===== src/rtl/plta_pkg.sv =====
// Shared types and constants for the packet-locked three-way arbiter.
`default_nettype none

package plta_pkg;

  localparam int CMD_BITS  = 64;
  localparam int DATA_BITS = 64;
  localparam int QID_BITS  = 12;

  // Depth of the result queue between the front and back parts.
  localparam int QDEPTH  = 2;
  localparam int QPTR_W  = (QDEPTH > 1) ? $clog2(QDEPTH) : 1;
  localparam int QCNT_W  = $clog2(QDEPTH + 1);

  // Keep masks: clear the qid field and bits above the word width.
  localparam logic [63:0] QID_MASK  = (64'd1 << QID_BITS) - 64'd1;
  localparam logic [63:0] CMD_KEEP  = ((64'd1 << CMD_BITS) - 64'd1) & ~QID_MASK;
  localparam logic [63:0] DATA_KEEP = ((64'd1 << DATA_BITS) - 64'd1) & ~QID_MASK;

  // Grant codes.
  localparam logic [1:0] GRANT_SRC0 = 2'd0;
  localparam logic [1:0] GRANT_SRC1 = 2'd1;
  localparam logic [1:0] GRANT_SRC2 = 2'd2;
  localparam logic [1:0] GRANT_NONE = 2'd3;

  typedef struct packed {
    logic [2:0]  pair_ready_mask;
    logic [2:0]  data_ready_mask;
    logic [2:0]  last_mask;
    logic [63:0] src0_cmd;
    logic [63:0] src1_cmd;
    logic [63:0] src2_cmd;
    logic [63:0] src0_data;
    logic [63:0] src1_data;
    logic [63:0] src2_data;
  } item_t;

  typedef struct packed {
    logic [1:0]  grant;
    logic        cmd_valid;
    logic [63:0] cmd_word;
    logic        data_valid;
    logic [63:0] data_word;
    logic        data_last;
    logic        in_packet;
    logic [31:0] start_count;
  } result_t;

  // Queue status seen by the front part.
  typedef struct packed {
    logic full;
  } qstat_t;

endpackage

`default_nettype wire


===== src/rtl/plta_front.sv =====
// Front part: arbitration, packet lock and result formation for each item.
`default_nettype none

module plta_front (
  input  wire logic              clk,
  input  wire logic              rst,
  input  wire logic              item_valid,
  input  wire plta_pkg::item_t   item,
  input  wire plta_pkg::qstat_t  qstat,
  output logic                   push,
  output plta_pkg::result_t      res
);

  logic        locked, locked_next;
  logic [1:0]  locked_source, locked_source_next;
  logic [1:0]  last_grant, last_grant_next;
  logic [31:0] packet_starts, packet_starts_next;
  logic [1:0]  pick;
  logic [63:0] cmd_sel, data_sel;
  logic [1:0]  src;

  function automatic logic [1:0] pick_source(input logic [2:0] ready, input logic [1:0] prev);
    logic [1:0] s;
    s = plta_pkg::GRANT_NONE;
    case (ready)
      3'b001: s = plta_pkg::GRANT_SRC0;
      3'b010: s = plta_pkg::GRANT_SRC1;
      3'b100: s = plta_pkg::GRANT_SRC2;
      3'b011: s = (prev == plta_pkg::GRANT_SRC0) ? plta_pkg::GRANT_SRC1 : plta_pkg::GRANT_SRC0;
      3'b101: s = (prev == plta_pkg::GRANT_SRC2) ? plta_pkg::GRANT_SRC0 : plta_pkg::GRANT_SRC2;
      3'b110: s = (prev == plta_pkg::GRANT_SRC1) ? plta_pkg::GRANT_SRC2 : plta_pkg::GRANT_SRC1;
      3'b111: s = (prev >= plta_pkg::GRANT_SRC2) ? plta_pkg::GRANT_SRC0 : prev + 2'd1;
      default: s = plta_pkg::GRANT_NONE;
    endcase
    return s;
  endfunction

  assign push = item_valid && !qstat.full;
  assign pick = pick_source(item.pair_ready_mask, last_grant);
  assign src  = locked ? locked_source : pick;

  always_comb begin
    case (src)
      plta_pkg::GRANT_SRC0: begin
        cmd_sel  = item.src0_cmd;
        data_sel = item.src0_data;
      end
      plta_pkg::GRANT_SRC1: begin
        cmd_sel  = item.src1_cmd;
        data_sel = item.src1_data;
      end
      plta_pkg::GRANT_SRC2: begin
        cmd_sel  = item.src2_cmd;
        data_sel = item.src2_data;
      end
      default: begin
        cmd_sel  = '0;
        data_sel = '0;
      end
    endcase
  end

  always_comb begin
    res                = '0;
    res.grant          = plta_pkg::GRANT_NONE;
    res.in_packet      = locked;
    res.start_count    = packet_starts;
    locked_next        = locked;
    locked_source_next = locked_source;
    last_grant_next    = last_grant;
    packet_starts_next = packet_starts;
    if (!locked) begin
      last_grant_next = pick;
      if (pick != plta_pkg::GRANT_NONE) begin
        res.grant      = pick;
        res.cmd_valid  = 1'b1;
        res.cmd_word   = cmd_sel & plta_pkg::CMD_KEEP;
        res.data_valid = 1'b1;
        res.data_word  = data_sel & plta_pkg::DATA_KEEP;
        res.data_last  = item.last_mask[pick];
        if (!item.last_mask[pick]) begin
          locked_next        = 1'b1;
          locked_source_next = pick;
        end
        packet_starts_next = packet_starts + 32'd1;
      end
    end else if (item.data_ready_mask[locked_source]) begin
      res.grant      = locked_source;
      res.data_valid = 1'b1;
      res.data_word  = data_sel & plta_pkg::DATA_KEEP;
      res.data_last  = item.last_mask[locked_source];
      if (item.last_mask[locked_source]) begin
        locked_next = 1'b0;
      end
    end
  end

  always_ff @(posedge clk) begin
    if (rst) begin
      locked        <= 1'b0;
      locked_source <= plta_pkg::GRANT_SRC0;
      last_grant    <= plta_pkg::GRANT_SRC0;
      packet_starts <= '0;
    end else if (push) begin
      locked        <= locked_next;
      locked_source <= locked_source_next;
      last_grant    <= last_grant_next;
      packet_starts <= packet_starts_next;
    end
  end

  // No command word leaves while locked mid-packet.
  a_no_cmd_when_locked: assert property (@(posedge clk) disable iff (rst)
    push && locked |-> !res.cmd_valid)
    else $error("command emitted while locked");

  // Packet starts advance by one exactly on each emitted command.
  a_start_count: assert property (@(posedge clk) disable iff (rst)
    !rst |=> packet_starts == $past(packet_starts) + 32'($past(push && res.cmd_valid)))
    else $error("packet start count out of step");

  // The lock source is always a real source.
  a_lock_source: assert property (@(posedge clk) disable iff (rst)
    locked |-> locked_source != plta_pkg::GRANT_NONE)
    else $error("locked to the none code");

endmodule

`default_nettype wire


===== src/rtl/plta_queue.sv =====
// Short result queue between the front and back parts.
`default_nettype none

module plta_queue (
  input  wire logic               clk,
  input  wire logic               rst,
  input  wire logic               push,
  input  wire plta_pkg::result_t  push_data,
  input  wire logic               pop,
  output logic                    q_valid,
  output plta_pkg::result_t       q_data,
  output plta_pkg::qstat_t        qstat
);

  plta_pkg::result_t                 entry [plta_pkg::QDEPTH];
  logic [plta_pkg::QPTR_W-1:0]       wr_ptr, rd_ptr;
  logic [plta_pkg::QCNT_W-1:0]       count;
  logic                              do_pop;

  localparam logic [plta_pkg::QPTR_W-1:0] LAST_PTR = plta_pkg::QPTR_W'(plta_pkg::QDEPTH - 1);

  assign q_valid     = count != '0;
  assign q_data      = entry[rd_ptr];
  assign do_pop      = pop && q_valid;
  assign qstat.full  = count == plta_pkg::QCNT_W'(plta_pkg::QDEPTH);

  always_ff @(posedge clk) begin
    if (push) begin
      entry[wr_ptr] <= push_data;
    end
  end

  always_ff @(posedge clk) begin
    if (rst) begin
      wr_ptr <= '0;
      rd_ptr <= '0;
      count  <= '0;
    end else begin
      if (push) begin
        wr_ptr <= (wr_ptr == LAST_PTR) ? '0 : wr_ptr + 1'b1;
      end
      if (do_pop) begin
        rd_ptr <= (rd_ptr == LAST_PTR) ? '0 : rd_ptr + 1'b1;
      end
      case ({push, do_pop})
        2'b10:   count <= count + 1'b1;
        2'b01:   count <= count - 1'b1;
        default: count <= count;
      endcase
    end
  end

  a_no_overflow: assert property (@(posedge clk) disable iff (rst)
    qstat.full |-> !push)
    else $error("push into a full queue");

  a_count_bound: assert property (@(posedge clk) disable iff (rst)
    count <= plta_pkg::QCNT_W'(plta_pkg::QDEPTH))
    else $error("queue count beyond depth");

endmodule

`default_nettype wire


===== src/rtl/plta_back.sv =====
// Back part: output register that presents results to the receiver.
`default_nettype none

module plta_back (
  input  wire logic               clk,
  input  wire logic               rst,
  input  wire logic               q_valid,
  input  wire plta_pkg::result_t  q_data,
  output logic                    pop,
  output logic                    result_valid,
  input  wire logic               result_stall,
  output plta_pkg::result_t       result
);

  assign pop = !result_valid || !result_stall;

  always_ff @(posedge clk) begin
    if (rst) begin
      result_valid <= 1'b0;
    end else if (pop) begin
      result_valid <= q_valid;
    end
  end

  always_ff @(posedge clk) begin
    if (pop && q_valid) begin
      result <= q_data;
    end
  end

  a_drain: assert property (@(posedge clk) disable iff (rst)
    result_valid && !result_stall && !q_valid |=> !result_valid)
    else $error("result shown twice");

endmodule

`default_nettype wire


===== src/rtl/packet_locked_three_way_arbiter.sv =====
// Top level of the packet-locked three-way arbiter.
// Usage:
//   The item channel (item_valid, item_stall, item) carries one snapshot of
//   the three sources per transfer: ready masks, last flags, command and data
//   heads. The result channel (result_valid, result_stall, result) returns
//   exactly one result per item: the grant (3 for none), the command word and
//   first beat on a packet start, or a lone data beat while locked, with the
//   qid fields cleared, plus the lock flag and packet start count as they
//   stood before the item.
//   Throughput: one item per cycle while item_stall is low; the arbitration
//   and lock update in the front part are combinational, and its state feeds the next item.
//   After the item transfer the result is written into the queue; the back
//   part then loads it from there into the output register.
//   When the receiver stalls, the result register holds and the two-entry
//   queue fills; item_stall rises once the queue is full and falls as soon as
//   an entry drains.
//   Reset (rst, synchronous) clears the lock, the last grant, the start count
//   and the queue; no result is valid after reset.
`default_nettype none

module packet_locked_three_way_arbiter (
  input  wire logic               clk,
  input  wire logic               rst,
  input  wire logic               item_valid,
  output logic                    item_stall,
  input  wire plta_pkg::item_t    item,
  output logic                    result_valid,
  input  wire logic               result_stall,
  output plta_pkg::result_t       result
);

  plta_pkg::result_t fr_res;
  plta_pkg::result_t q_data;
  plta_pkg::qstat_t  qstat;
  logic              push;
  logic              pop;
  logic              q_valid;

  // Stall the item side only while the queue has no free entry.
  assign item_stall = qstat.full;

  // Arbitrate and advance the lock state for every item transfer.
  plta_front u_front (
    .clk        (clk),
    .rst        (rst),
    .item_valid (item_valid),
    .item       (item),
    .qstat      (qstat),
    .push       (push),
    .res        (fr_res)
  );

  // Hold finished results so the front keeps going under a stall.
  plta_queue u_queue (
    .clk       (clk),
    .rst       (rst),
    .push      (push),
    .push_data (fr_res),
    .pop       (pop),
    .q_valid   (q_valid),
    .q_data    (q_data),
    .qstat     (qstat)
  );

  // Present results to the receiver from a register.
  plta_back u_back (
    .clk          (clk),
    .rst          (rst),
    .q_valid      (q_valid),
    .q_data       (q_data),
    .pop          (pop),
    .result_valid (result_valid),
    .result_stall (result_stall),
    .result       (result)
  );

endmodule

`default_nettype wire


===== config.mk =====
export PLATFORM = sky130hd
export DESIGN_NAME = packet_locked_three_way_arbiter
export DESIGN_NICKNAME = d
export VERILOG_FILES = /design/src/rtl/plta_pkg.sv /design/src/rtl/plta_front.sv /design/src/rtl/plta_queue.sv /design/src/rtl/plta_back.sv /design/src/rtl/packet_locked_three_way_arbiter.sv
export SDC_FILE = /design/constraint.sdc
export NUM_CORES = 1
export LEC_CHECK = 0
export ABC_AREA = 1
export ABC_CLOCK_PERIOD_IN_PS = 12090
export BUFFER_PORTS_ARGS = -buffer_cell sky130_fd_sc_hd__buf_2
export CELL_PAD_IN_SITES_DETAIL_PLACEMENT = 1
export CELL_PAD_IN_SITES_GLOBAL_PLACEMENT = 1
export CORE_UTILIZATION = 38
export CTS_BUF_LIST = sky130_fd_sc_hd__clkbuf_4 sky130_fd_sc_hd__clkbuf_8
export CTS_CLUSTER_DIAMETER = 200
export CTS_CLUSTER_SIZE = 25
export DETAILED_ROUTE_END_ITERATION = 10
export GPL_TIMING_DRIVEN = 0
export MAX_ROUTING_LAYER = met4
export PLACE_DENSITY_LB_ADDON = 0.2
export SLEW_MARGIN = 20
export SYNTH_ARGS = -nofsm -noshare
export SYNTH_HDL_FRONTEND = slang
export SYNTH_SLANG_ARGS = --single-unit

===== constraint.sdc =====
create_clock -name clk -period 12.09 [get_ports clk]
set_input_delay 1.209 -clock clk [delete_from_list [all_inputs] [get_ports clk]]
set_output_delay 1.209 -clock clk [all_outputs]
set_load 0.02 [all_outputs]

After elaboration in Yosys (flattened, before gate mapping):

Memories as Yosys holds them, arrays and structs flattened. A register that Yosys moved wholly into a read port is not among the register bits.
Cells that the tools add are included.

* magnitude comparators: 3
* add/sub/neg operators: 6
* reduce and logical (&&, ||, !) cells: 13
* equal/unequal tests: 15
* bitwise operators: 2
* multiplexer cells: 30

Operators with widths (count)
* 64-bit case mux with 3 select lines: 2
* 133-bit 2-to-1 mux: 1
* 66-bit 2-to-1 mux: 2
* 65-bit 2-to-1 mux: 1
* 32-bit by 1-bit adder with 32-bit output (second input constant): 1
* 2-bit case mux with 7 select lines: 1
* 1-bit 2-to-1 mux: 13
* 3-bit == test (second input constant): 4
* 2-bit 2-to-1 mux: 6
* 2-bit == test (second input constant): 4
* 1-bit binary-select mux with 2-bit select: 3
* 2-bit by 1-bit == test with 1-bit output (second input constant): 3
* 3-bit by 2-bit == test with 1-bit output (second input constant): 2
* 2-bit by 3-bit less-than comparator with 1-bit output (second input constant): 2
* 2-bit by 1-bit adder with 2-bit output (second input constant): 2
* 2-bit zero test: 2
* 2-bit case mux with 2 select lines: 1
* 4-bit AND reduction: 1
* 2-bit nonzero test: 2
* 3-bit by 1-bit == test with 1-bit output (second input constant): 1
* 1-bit zero test: 3
* 3-bit AND reduction: 1
* 1-bit adder (second input constant): 2
* 2-bit greater-or-equal comparator (second input constant): 1
* other kinds (6): 8

* memory bits (writable): 332
* word-level logic and storage cells: 78
* memories kept: 1
* output and inout port bits: 168
* flip-flop bits (word level): 42

Memory list
* u_queue.entry: words 2, bits a word 166, rd ports 1, clocked after memory_dff 1, write ports 1, RTL line plta_queue.sv:15 `plta_pkg::result_t entry [plta_pkg::QDEPTH];`

Longest topological paths before layout:

* depth after elaboration: 8
* mapped depth: 13
* gate-level depth less buffers: 11

Modules after synthesis:

Synthesis repeated with hierarchy kept, for this count alone.

* cells, all modules: 1831
* area, all modules: 23017.1 um2

By module, submodules not included
* plta_queue: cells each 553, area an instance 12258.0 um2, instances 1
* plta_front: cells each 1107, area an instance 5730.5 um2, instances 1
* plta_back: cells each 171, area an instance 5028.6 um2, instances 1

Least setup slack after synthesis:

OpenSTA, ideal clock, no wires.

* path type: in2reg
* start point: input port item_valid
* end point: memory u_queue.entry[1][0] (netlist bit) (enable)
* library setup time: 647 ps
* arrival: 7232 ps
* data required time: 11443 ps
* setup slack: 4211 ps
* path buffers: 0
* stages: 2
* path through: o21ai_2 > nor2_1

* longest elaborated chain between the ends: 3

Ends and longest elaborated chain
* from (decl): RTL line packet_locked_three_way_arbiter.sv:24 `input wire logic item_valid,`
* 1-bit logical AND: RTL line plta_front.sv:38 `assign push = item_valid && !qstat.full;`
* 1-bit 2-to-1 mux: RTL line plta_queue.sv:28 `if (push) begin`
* 1-bit 2-to-1 mux (not written as such): RTL line plta_queue.sv:29 `entry[wr_ptr] <= push_data;`
* to (decl): RTL line plta_queue.sv:15

Every way passes these cells.

==> impl_results.md <==
* Status: completed
* Clk_lat worst skew at about 0.64 ns
* Port Buffers at 467
* Share of the synthesized area in the top cell type at around three fifths
* Clock Skews at 0.0307 ns
* Synth Register Bits at 468
* TNS Setup at 0 ns
* Synth Instances at approximately 2000
* CP Launch Type: primary input
* Synth top area cells: edfxtp_1 (61%), nand2_1 (14%), nand3_1 (5.9%)
* Vias in the first global route at approximately 17000
* Hold Path Cell Cnt at 2
* Aggregate global routing overflow at 0
* Final nets at between 2000 and 3000
* Total Routing Usage GR at between 20% and 30%
* CP Max Fanout at 10
* Leak at about 11 nW
* Worst slew pin tran at approximately 1.0 ns
* Post-CTS Setup Inserts at 0
* Reg-to-Reg End: u_queue.count[1]
* Post-detail-place hpwl at about 50 mm
* Sequential fraction of the synthesis area at roughly 65%
* Rows at 85
* DRC viols at 0
* Ys Warns at 0
* Final hold vios at 0
* Routed wire length at between 60 and 70 mm
* HP Class: register to register
* Area of the die at around 56000 um2
* Cell Area, Placed at 24600 um2
* Synth Area in XOR/XNOR at less than 1%
* Clk pin slew, worst setup/hold paths at around 0.15 ns
* PD cells at roughly 220 nW/um2
* Worst setup startpoint: item[392]
* Final period demand of the worst path at ~2.8 ns
* 1st-pass router iterations at 4
* Final Max Tran Viols at 0
* Largest family of logic cells by synthesized area: simple AND/OR/NAND/NOR gates
* Die height at ~240 um
* Max H-tree Level at 1
* Worst setup path class: primary input to register
* Most common library cells after synthesis: nand2_1 (767), edfxtp_1 (426), nand3_1 (247), inv_1 (144), nand3_2 (84)
* RSZ-0062 raised after global routing: no
* Adder-Cell Fraction of Synth Area at less than 1%
* CTS tree: built
* Simple-gate share of the synthesized area at about a quarter
* R2R setup slack at about 9.4 ns
* Design area at around 25000 um2
* Initial antenna violation count at 8
* Synth area leader: edfxtp_1
* Num CTS Buffers at 22
* Die Wd at 237 um
* First-pass GRT wire length at ~100 mm
* Share of layout cells above drive strength 1 at 27.9%
* # resized after CTS at 0
* Slew HR at 32.2%
* Synth Area in Compound Gates at under 10%
* Worst-case clock buffer depth at 3
* Post-DRT Antenna Nets at 0
* EDFF count, synth at around 430
* Setup-failing EPs final at 0
* Via density at 4.97
* Clk Tree Root Cell: clkbuf_8
* Clk sink count at 468
* DR iter-0 viols at between 900 and 1000
* Post-synthesis cell area at 20900 um2
* Mux cell area share after synthesis at 0%
* Hold Buf Count CTS at 0
* Io pins at approximately 570
* Worst reg-to-reg path cell count at 8
* Most common cell in the synthesized netlist: nand2_1
* Yosys cell types at 36
* Area growth syn-to-layout at 19.8%
* Finished Layout Cells at 3268
* Asr flop ratio synth at 0%
* Inst Count DP at around 3200
* Worst setup endpoint: u_queue.entry[0][151]
* Critical Path RT at between 10 and 15 ns
* Critical Path End Type: register
* Max-cap viol count at 0
* Most used DFF post-synth: edfxtp_1
* Starting density of the core at roughly two fifths
* Launching point of the worst reg2reg path: u_queue.count[0]
* Routed via count at about 16000
* WP data arrival at around 3.4 ns
* Final period util at between 20% and 30%
* Largest net degree at the start of global routing at 80
* Fmax at ~0.35 GHz
* Maximum VDD drop at 0.000132 V
* Wire per inst at around 21 um
* Mean post-synth cell area at approximately 10 um2
* Core area at roughly 54000 um2
* Gpl congestion at about 0.9
## layout make-up
class	instances	area, um2
fill	6259	29100
sequential	468	13600
multi-input combinational	1297	5950
timing repair buffer	482	2700
tap	696	871
buffer	128	860
inverter	151	574
clock buffer	39	437
antenna	6	15.0
clock inverter	1	8.76
## state kept, by name (all words and copies together), names as in the netlist
signal,cells
u_back.result_valid,1
u_queue.rd_ptr,1
u_back.result,142
u_front.locked,1
u_queue.entry,284
u_front.locked_source,2
u_front.last_grant,2
u_front.packet_starts,32
u_queue.count,2
u_queue.wr_ptr,1
## report_power, final
| group | switching, mW | internal [mW] | leakage (nW) | total, mW |
|---|---|---|---|---|
| clock network | 0.483 | 0.231 | 0.244 | 0.713 |
| registers | 0.128 | 2.42 | 4.43 | 2.55 |
| logic | 1.59 | 0.596 | 6.44 | 2.18 |
| total | 2.20 | 3.25 | 11.1 | 5.45 |
## cells by family (layout without fill, tap and decap cells)
group | after synthesis | in the layout
xor+xnor | 4 | 4
other cells | 1 | 30
buf+inv | 279 | 801
fa+ha+maj | 2 | 2
compound gates | 55 | 55
flops | 468 | 468
simple gates | 1212 | 1212
## per-stage QoR
stage / hold WS [ns] / utilization (%) / power [mW] / worst slack (ns)
after CTS: 0.515 / 46.2 / 5.53 / 9.21
after floorplan: 0.439 / - / 3.91 / 4.21
after global routing: 0.533 / 46.3 / 5.76 / 9.18
after global placement: 0.463 / 44.7 / 4.79 / -0.419
after detailed placement: 0.497 / 45.4 / 4.82 / 8.51
final: 0.503 / 46.3 / 5.45 / 9.26
## how the worst min path moves through the flow
| stage | start | endpoint | slack, ns |
|---|---|---|---|
| 6_report | u_queue.entry[0][161] | u_back.result[161] | 0.50 |
| 5_1_grt | u_queue.entry[1][160] | u_back.result[160] | 0.53 |
| 4_1_cts | u_queue.entry[1][163] | u_back.result[163] | 0.52 |
| 3_5_place_dp | u_queue.entry[0][80] | u_back.result[80] | 0.50 |
| 3_3_place_gp | u_queue.count[1] | u_queue.count[1] | 0.46 |
| 2_1_floorplan | u_queue.count[1] | u_queue.count[1] | 0.44 |
## worst max-delay path, cell delays in order
cell and delay (ns):
buf_2 0.12, inv_2 0.05, nor2_1 0.11, nand2_2 0.09
nand3_2 0.07, nand2_2 0.19, nor2_4 0.37, buf_6 0.29
buf_2 0.32, nand2_1 0.15, nand3_1 0.20, nand2_1 0.07
inv_1 0.08
## layout by cell type (no fill, tap or decap), types with 24 or more instances in the layout
cell	count
a21oi_1	26
buf_2	504
buf_4	35
clkbuf_1	40
conb_1	24
dfxtp_1	42
edfxtp_1	426
inv_1	143
nand2_1	767
nand3_1	247
nand3_2	84
nor2_1	75
## per-layer routing
metal  track usage (%)  up-vias  routed length, um
met3              3.25       64               3100
li1                  -     7713                  -
met2              42.3      375              34200
met1              30.3     8075              28600
met5                 -        -                  0
met4              5.75        0               1480
Power figures use the tool's default switching activity.
